<file path="src/dhd_pkg.sv">
`default_nettype none

package dhd_pkg;

  // Default depth of the command queue between front and back.
  localparam int unsigned QueueDepthDef = 4;

  localparam int unsigned WordW = 32;
  localparam int unsigned HalfW = 16;

  // Stream phase, one-hot.
  typedef enum logic [2:0] {
    PH_HEADER = 3'b001,
    PH_START  = 3'b010,
    PH_DIFFS  = 3'b100
  } phase_t;

  // Work for the back part: one start value or one or two differences.
  typedef struct packed {
    logic [WordW-1:0] word;
    logic             is_start;
    logic             two;
    logic             last0;
    logic             last1;
  } cmd_t;

endpackage

`default_nettype wire

</file>
<file path="src/dhd_front.sv">
`default_nettype none

module dhd_front (
  input  wire logic                       clk,
  input  wire logic                       rst,
  input  wire logic                       in_valid,
  output logic                            in_ready,
  input  wire logic [dhd_pkg::WordW-1:0]  in_word,
  input  wire logic                       in_last,
  output logic                            cmd_valid,
  input  wire logic                       cmd_ready,
  output dhd_pkg::cmd_t                   cmd
);

  dhd_pkg::phase_t            phase, phase_next;
  logic [dhd_pkg::WordW-1:0]  remaining, remaining_next;
  logic                       push_req;
  logic                       accept;
  logic                       rem_zero, rem_one, rem_two;

  assign rem_zero = (remaining == '0);
  assign rem_one  = (remaining == dhd_pkg::WordW'(1));
  assign rem_two  = (remaining == dhd_pkg::WordW'(2));

  // Hold words while the queue is full, even those that yield nothing.
  assign in_ready  = cmd_ready;
  assign accept    = in_valid && in_ready;
  assign cmd_valid = in_valid && push_req;

  always_comb begin
    push_req       = 1'b0;
    phase_next     = phase;
    remaining_next = remaining;
    cmd.word       = in_word;
    cmd.is_start   = 1'b0;
    cmd.two        = 1'b0;
    cmd.last0      = 1'b0;
    cmd.last1      = 1'b0;
    case (phase)
      dhd_pkg::PH_START: begin
        push_req     = 1'b1;
        cmd.is_start = 1'b1;
        cmd.last0    = rem_zero || in_last;
        phase_next   = in_last ? dhd_pkg::PH_HEADER : dhd_pkg::PH_DIFFS;
      end
      dhd_pkg::PH_DIFFS: begin
        // With one difference left the first sample is also the final one;
        // with two, only the second can close the stream.
        push_req   = !rem_zero;
        cmd.two    = !rem_one;
        cmd.last0  = rem_one;
        cmd.last1  = rem_two || in_last;
        if (rem_zero || rem_one) begin
          remaining_next = '0;
        end else begin
          remaining_next = remaining - dhd_pkg::WordW'(2);
        end
        phase_next = in_last ? dhd_pkg::PH_HEADER : dhd_pkg::PH_DIFFS;
      end
      default: begin
        // Header word: count of zero or one leaves only the start value.
        if (in_word > dhd_pkg::WordW'(1)) begin
          remaining_next = in_word - dhd_pkg::WordW'(1);
        end else begin
          remaining_next = '0;
        end
        phase_next = in_last ? dhd_pkg::PH_HEADER : dhd_pkg::PH_START;
      end
    endcase
  end

  always_ff @(posedge clk) begin
    if (rst) begin
      phase     <= dhd_pkg::PH_HEADER;
      remaining <= '0;
    end else if (accept) begin
      phase     <= phase_next;
      remaining <= remaining_next;
    end
  end

endmodule

`default_nettype wire

</file>
<file path="src/dhd_queue.sv">
`default_nettype none

module dhd_queue #(
  parameter int unsigned Depth = dhd_pkg::QueueDepthDef
) (
  input  wire logic           clk,
  input  wire logic           rst,
  input  wire logic           in_valid,
  output logic                in_ready,
  input  wire dhd_pkg::cmd_t  in_cmd,
  output logic                out_valid,
  input  wire logic           out_ready,
  output dhd_pkg::cmd_t       out_cmd
);

  localparam int unsigned PtrW = (Depth > 1) ? $clog2(Depth) : 1;
  localparam int unsigned CntW = $clog2(Depth + 1);

  dhd_pkg::cmd_t   entries [Depth];
  logic [PtrW-1:0] wr_ptr, rd_ptr;
  logic [CntW-1:0] count;
  logic            push, pop;

  assign in_ready  = (count != CntW'(Depth));
  assign out_valid = (count != '0);
  assign push      = in_valid && in_ready;
  assign pop       = out_valid && out_ready;
  assign out_cmd   = entries[rd_ptr];

  always_ff @(posedge clk) begin
    if (push) begin
      entries[wr_ptr] <= in_cmd;
    end
  end

  always_ff @(posedge clk) begin
    if (rst) begin
      wr_ptr <= '0;
      rd_ptr <= '0;
      count  <= '0;
    end else begin
      if (push) begin
        wr_ptr <= (wr_ptr == PtrW'(Depth - 1)) ? '0 : wr_ptr + PtrW'(1);
      end
      if (pop) begin
        rd_ptr <= (rd_ptr == PtrW'(Depth - 1)) ? '0 : rd_ptr + PtrW'(1);
      end
      if (push && !pop) begin
        count <= count + CntW'(1);
      end else if (pop && !push) begin
        count <= count - CntW'(1);
      end
    end
  end

`ifndef NO_ASSERTIONS
  a_count_bound: assert property (@(posedge clk) disable iff (rst)
    count <= CntW'(Depth))
    else $error("queue fill beyond depth");

  a_ptr_track: assert property (@(posedge clk) disable iff (rst)
    (count == '0) |-> (wr_ptr == rd_ptr))
    else $error("queue pointers differ while empty");
`endif

endmodule

`default_nettype wire

</file>
<file path="src/dhd_back.sv">
`default_nettype none

module dhd_back (
  input  wire logic                             clk,
  input  wire logic                             rst,
  input  wire logic                             cmd_valid,
  output logic                                  cmd_ready,
  input  wire dhd_pkg::cmd_t                    cmd,
  output logic                                  out_valid,
  input  wire logic                             out_ready,
  output logic signed [dhd_pkg::WordW-1:0]      out_sample,
  output logic                                  out_last
);

  logic [dhd_pkg::WordW-1:0] running;
  logic [dhd_pkg::WordW-1:0] value;
  logic [dhd_pkg::HalfW-1:0] half;
  logic                      idx;
  logic                      load;
  logic                      done;

  assign half = idx ? cmd.word[dhd_pkg::WordW-1:dhd_pkg::HalfW]
                    : cmd.word[dhd_pkg::HalfW-1:0];
  assign value = cmd.is_start ? cmd.word
               : running + {{(dhd_pkg::WordW-dhd_pkg::HalfW){half[dhd_pkg::HalfW-1]}}, half};

  // Advance whenever the output register is free or being drained.
  assign load      = cmd_valid && (!out_valid || out_ready);
  assign done      = cmd.is_start || !cmd.two || idx;
  assign cmd_ready = load && done;

  always_ff @(posedge clk) begin
    if (load) begin
      out_sample <= value;
      out_last   <= idx ? cmd.last1 : cmd.last0;
    end
  end

  always_ff @(posedge clk) begin
    if (rst) begin
      out_valid <= 1'b0;
      running   <= '0;
      idx       <= 1'b0;
    end else begin
      if (load) begin
        out_valid <= 1'b1;
        running   <= value;
        idx       <= !done;
      end else if (out_ready) begin
        out_valid <= 1'b0;
      end
    end
  end

`ifndef NO_ASSERTIONS
  a_idx_pair: assert property (@(posedge clk) disable iff (rst)
    idx |-> (cmd_valid && cmd.two && !cmd.is_start))
    else $error("second difference pending without a pair command");

  a_idx_step: assert property (@(posedge clk) disable iff (rst)
    (load && !idx && !cmd.is_start && cmd.two) |=> idx)
    else $error("second difference skipped");

  a_pop_done: assert property (@(posedge clk) disable iff (rst)
    cmd_ready |=> !idx)
    else $error("command released with a difference still pending");
`endif

endmodule

`default_nettype wire

</file>
<file path="src/delta_halfword_decoder.sv">
`default_nettype none

// Delta decoder for a stream of 32-bit words: a header count, a start value
// (emitted at once), then words of two signed 16-bit differences, low half
// first, each added with 32-bit wrap to a running value and the sum emitted,
// until count samples in all have gone out. A count of zero or one gives only
// the start value. The request marked tlast ends the stream and returns the
// block to the header state; the final sample it yields carries tlast.
// The front part takes one request per cycle while the queue has room, tracks
// phase and remaining count, and queues work for the back part, which adds
// and emits exactly one sample per cycle through a registered output while
// m_tready does not stall it. A difference word with two samples therefore
// holds the back part until both samples are out; header words and exhausted
// words queue no work. A sample passes through a queue entry and then the
// output register after its request is accepted. QUEUE_DEPTH sets how many
// queued words absorb stalls on the output side before s_tready drops.
module delta_halfword_decoder #(
  parameter int unsigned QUEUE_DEPTH = dhd_pkg::QueueDepthDef
) (
  input  wire logic                           clk,
  input  wire logic                           rst,
  input  wire logic                           s_tvalid,
  output logic                                s_tready,
  input  wire logic [dhd_pkg::WordW-1:0]      s_tdata,   // [31:0] word
  input  wire logic                           s_tlast,   // last_word
  output logic                                m_tvalid,
  input  wire logic                           m_tready,
  output logic signed [dhd_pkg::WordW-1:0]    m_tdata,   // [31:0] sample
  output logic                                m_tlast    // last_sample
);

  logic          f_valid, f_ready;
  dhd_pkg::cmd_t f_cmd;
  logic          q_valid, q_ready;
  dhd_pkg::cmd_t q_cmd;

  // Classify requests and keep the stream phase and count.
  dhd_front u_front (
    .clk       (clk),
    .rst       (rst),
    .in_valid  (s_tvalid),
    .in_ready  (s_tready),
    .in_word   (s_tdata),
    .in_last   (s_tlast),
    .cmd_valid (f_valid),
    .cmd_ready (f_ready),
    .cmd       (f_cmd)
  );

  // Decouple the two halves so each may stall on its own.
  dhd_queue #(
    .Depth (QUEUE_DEPTH)
  ) u_queue (
    .clk       (clk),
    .rst       (rst),
    .in_valid  (f_valid),
    .in_ready  (f_ready),
    .in_cmd    (f_cmd),
    .out_valid (q_valid),
    .out_ready (q_ready),
    .out_cmd   (q_cmd)
  );

  // Accumulate and emit samples, one per cycle while m_tready allows.
  dhd_back u_back (
    .clk        (clk),
    .rst        (rst),
    .cmd_valid  (q_valid),
    .cmd_ready  (q_ready),
    .cmd        (q_cmd),
    .out_valid  (m_tvalid),
    .out_ready  (m_tready),
    .out_sample (m_tdata),
    .out_last   (m_tlast)
  );

endmodule

`default_nettype wire
</file>
<file path="config.mk">
export PLATFORM = sky130hd
export DESIGN_NAME = delta_halfword_decoder
export DESIGN_NICKNAME = d
export VERILOG_FILES = /design/src/dhd_pkg.sv /design/src/dhd_front.sv /design/src/dhd_queue.sv /design/src/dhd_back.sv /design/src/delta_halfword_decoder.sv
export SDC_FILE = /design/constraint.sdc
export NUM_CORES = 1
export LEC_CHECK = 0
export BUFFER_PORTS_ARGS = -buffer_cell sky130_fd_sc_hd__buf_2
export CORE_MARGIN = 5
export CORE_UTILIZATION = 40
export DETAILED_ROUTE_END_ITERATION = 10
export PLACE_DENSITY_LB_ADDON = 0.2
export SLEW_MARGIN = 20
export SYNTH_ARGS = -nofsm -noshare
export SYNTH_HDL_FRONTEND = slang
export SYNTH_HIERARCHICAL = 1
export SYNTH_SLANG_ARGS = --single-unit
</file>
<file path="constraint.sdc">
create_clock -name clk -period 3.95 [get_ports clk]
set_input_delay 0.5925 -clock clk [delete_from_list [all_inputs] [get_ports clk]]
set_output_delay 0.5925 -clock clk [all_outputs]
set_load 0.01 [all_outputs]
</file>
==> flow_metrics.tcl <==
set metrics [dict create \
    area_growth_pct 14.7 \
    busiest_layer "met2" \
    drive_above_1_share_pct 22.4 \
    crit_path_end "u_back/running[31]" \
    rsz0062_at_grt "yes" \
    drc 0 \
    cp-start-kind "flip-flop" \
    grt.met2_usage_pct 32.4 \
    setup-violations-final 0 \
    worstHoldPathType "input port to flip-flop" \
    start_util_pct 40.6 \
    hold_start "s_tdata[22]" \
    io_pins 72 \
    p_sw_share_pct 24.9 \
    chipWidth_um 192 \
    power_frac_clock_pct 42.0 \
    grt_use_met3_pct 3.16 \
    multi_input_comb_area_um2 5830 \
    grt_pass1_wl_um 55200 \
    yosys.cell_types.count 89 \
    cp_max_fo 15 \
    crit_required_ps 4380 \
    synth_warnings 6 \
    placed_cell_area_um2 14200 \
    hold_viol_final 0 \
    r2r_end "u_back/running[31]" \
    syn_area_per_cell_um2 11.4 \
    htreeDepth 1 \
    fp-row-count 66 \
    maxCapViolCount 0 \
    tightest_slew_ps 1060 \
    worstSkewPairLatency_ps 560 \
    clock.fmax_mhz 264 \
    num_antenna_cells 0 \
    drtPass1Iterations 6 \
    cts_hold_buffers 0 \
    vias 9655 \
    final_antenna_net_count 0 \
    layout.nets 1323 \
    finClkSkew_ps 26.9 \
    fin_crit_sh_pct 96.0 \
    coreArea_um2 32600 \
    cts.clk_slew.worst_paths_ps 60 \
    period_needed_ps 3790 \
    yosys_register_bits 255 \
    internal_power_mw 4.75 \
    power.total_mw 6.33 \
    regArea_um2 6880 \
    leakage_nw 5.50 \
    grt_use_total_pct 19.2 \
    place_congestion 0.902 \
    grtUsageMet1_pct 25.7 \
    numPortBuffers 71 \
    die_h_um 192 \
    netlist_area_um2 13200 \
    r2r_cells 13 \
    synth_edf_count 177 \
    cts.sinks 255 \
    p_sw_mw 1.57 \
    ys_async_sr_fraction_pct 0 \
    final_cell_area_um2 15200 \
    reg2reg_slack_ps 160 \
    die-area_um2 36900 \
    nFillCells 2963 \
    path_class "flip-flop to flip-flop" \
    clock_path_buffers 3 \
    antenna_found_initial 2 \
    syn_inst 1161 \
    root_buffer "clkbuf_16" \
    grt_pass1_vias 9713 \
    endpoint_kind "flip-flop" \
    slew_headroom_pct 29.2 \
    ys_seq_area_share_pct 51.9 \
    peakVddDrop_v 0.000441 \
    overflow 0 \
    synth_nets 1240 \
    dpl.hpwl_um 24900 \
    drtIter0Drc 937 \
    combPwrFrac_pct 11.2 \
    drt_wl_total_um 35500 \
    grt_max_degree 61 \
    power.density_nw_per_um2 416 \
    status "finished, final reports clean" \
    wl_per_cell_um 20.8 \
    numCtsBuffers 28 \
    slew_violations 0 \
    cts_tree "done" \
    arrival_ps 4230 \
    fin_hold_ws_ps 279 \
    via_per_inst 5.65 \
    synth_flop_cell "edfxtp_1" \
    seq_power_share_pct 46.8 \
]
[flip-flops by register name, indices dropped and copies added (netlist names), named ones only]
register           count
u_back/idx             1
u_back/out_last        1
u_back/out_sample     32
u_back/out_valid       1
u_back/running        32
u_front/phase          3
u_front/remaining     32
u_queue/count          3
u_queue/entries      144
u_queue/rd_ptr         2
u_queue/wr_ptr         2
[layout by cell type, fill, tap and decap left out, drive strengths merged, types with 8 or more instances in the layout]
cell | synthesis | routed
nor3 | 32 | 32
and3 | 8 | 8
o21ai | 74 | 74
xor2 | 27 | 27
clkinv | 2 | 11
edfxtp | 177 | 177
buf | 49 | 140
or4 | 8 | 8
nand4 | 8 | 8
a211oi | 16 | 16
or3 | 18 | 18
mux2 | 19 | 19
o31ai | 9 | 9
a32oi | 10 | 10
nand3 | 22 | 22
xnor2 | 26 | 26
nor4 | 25 | 25
nand2b | 10 | 10
mux4 | 36 | 36
clkbuf | 38 | 35
o21a | 10 | 10
inv | 23 | 25
a21oi | 61 | 61
o211ai | 8 | 8
ha | 40 | 40
nand2 | 98 | 98
dfxtp | 78 | 78
a21o | 19 | 19
nor2 | 97 | 97
a32o | 10 | 10
a31oi | 10 | 10
[worst min-delay path by stage]
stage | depth (start not counted) | slack [ps] | end
2_1_floorplan | 2 | 440 | u_back/running[0]
3_3_place_gp | 2 | 450 | u_back/running[12]
3_5_place_dp | 2 | 460 | u_back/running[28]
4_1_cts | 1 | 270 | u_queue/entries[2][26]
5_1_grt | 1 | 280 | u_queue/entries[2][26]
6_report | 1 | 280 | u_queue/entries[2][26]
[layout make-up]
class	instances	area share, %
sequential	255	45.3
multi-input combinational	794	38.3
timing repair buffer	140	5.93
clock buffer	35	4.98
tap	442	3.64
clock inverter	17	1.22
inverter	25	0.617
[what timing repair did]
item                                   4_1_cts  5_1_grt
setup endpoints to repair                    2       19
endpoints found under the hold margin        0        0
gates resized for setup                      1       15
pin swaps                                    1        4
buffers inserted                             1        2
[worst max-delay path: stages (launching register included)]
cell and delay [ps]:
dfxtp_4 410, buf_4 180, mux4_2 530, mux2i_2 190, inv_1 120, buf_12 170
ha_1 320, a21oi_1 240, o21ai_1 140, a221o_1 370, a221o_1 360, a21o_1 170
a221o_1 310, o21a_1 170
[synthesized netlist by cell type (10+ instances only)]
cell type  count  area, um2
o21ai_0       67        335
clkbuf_1      32        120
a31oi_1       10       62.6
a211oi_1      16        120
xor2_1        27        236
nor4_1        23        144
nor2_1        96        360
a32oi_1       10       87.6
buf_4         37        278
nand2_1       98        368
inv_1         23       86.3
a21oi_1       61        305
dfxtp_1       78       1560
nor3_1        31        155
edfxtp_1     177       5320
ha_1          40        500
a21o_1        18        135
nand3_1       22        110
or3_1         16        100
o21a_1        10       75.1
xnor2_1       26        228
mux4_2        36        811
mux2_2        18        203
nand2b_1      10       62.6
[per-stage QoR]
step / std cells / utilization, % / TNS, ps / setup slack (ps)
detailed placement: 1653 / 43.4 / -4.64 / -4.64
floorplan: 1161 / - / 0 / 40.3
finish: 1708 / 46.6 / 0 / 157
global placement: 1653 / 43.4 / 0 / 83.2
global route: 1708 / 46.6 / -143 / -47.0
CTS: 1706 / 46.3 / 0 / 48.3
[per-layer routing]
layer	routed length [um]	part of all wire (%)
met1	15500	44
met2	17000	48
met3	1930	5.4
met4	966	2.7
met5	27	0.076
[power groups by stage]
| stage | registers (mW) | logic [mW] | clock network (mW) |
|---|---|---|---|
| after global routing | 2.97 | 0.782 | 2.82 |
| after CTS | 2.96 | 0.695 | 2.70 |
| final | 2.96 | 0.708 | 2.66 |
| after global placement | 3.02 | 0.685 | 0 |
| after detailed placement | 3.02 | 0.690 | 0 |
| after floorplan | 3.01 | 0.465 | 0 |
[cells by family after synthesis]
group / count (synthesis) / synth area share (%)
simple gates: 358 / 13.4
compound gates: 281 / 14.3
flops: 255 / 51.9
buf+inv: 112 / 4.69
mux: 60 / 8.11
xor+xnor: 53 / 3.50
fa+ha+maj: 42 / 4.08
(Power assumes the default switching activity.)
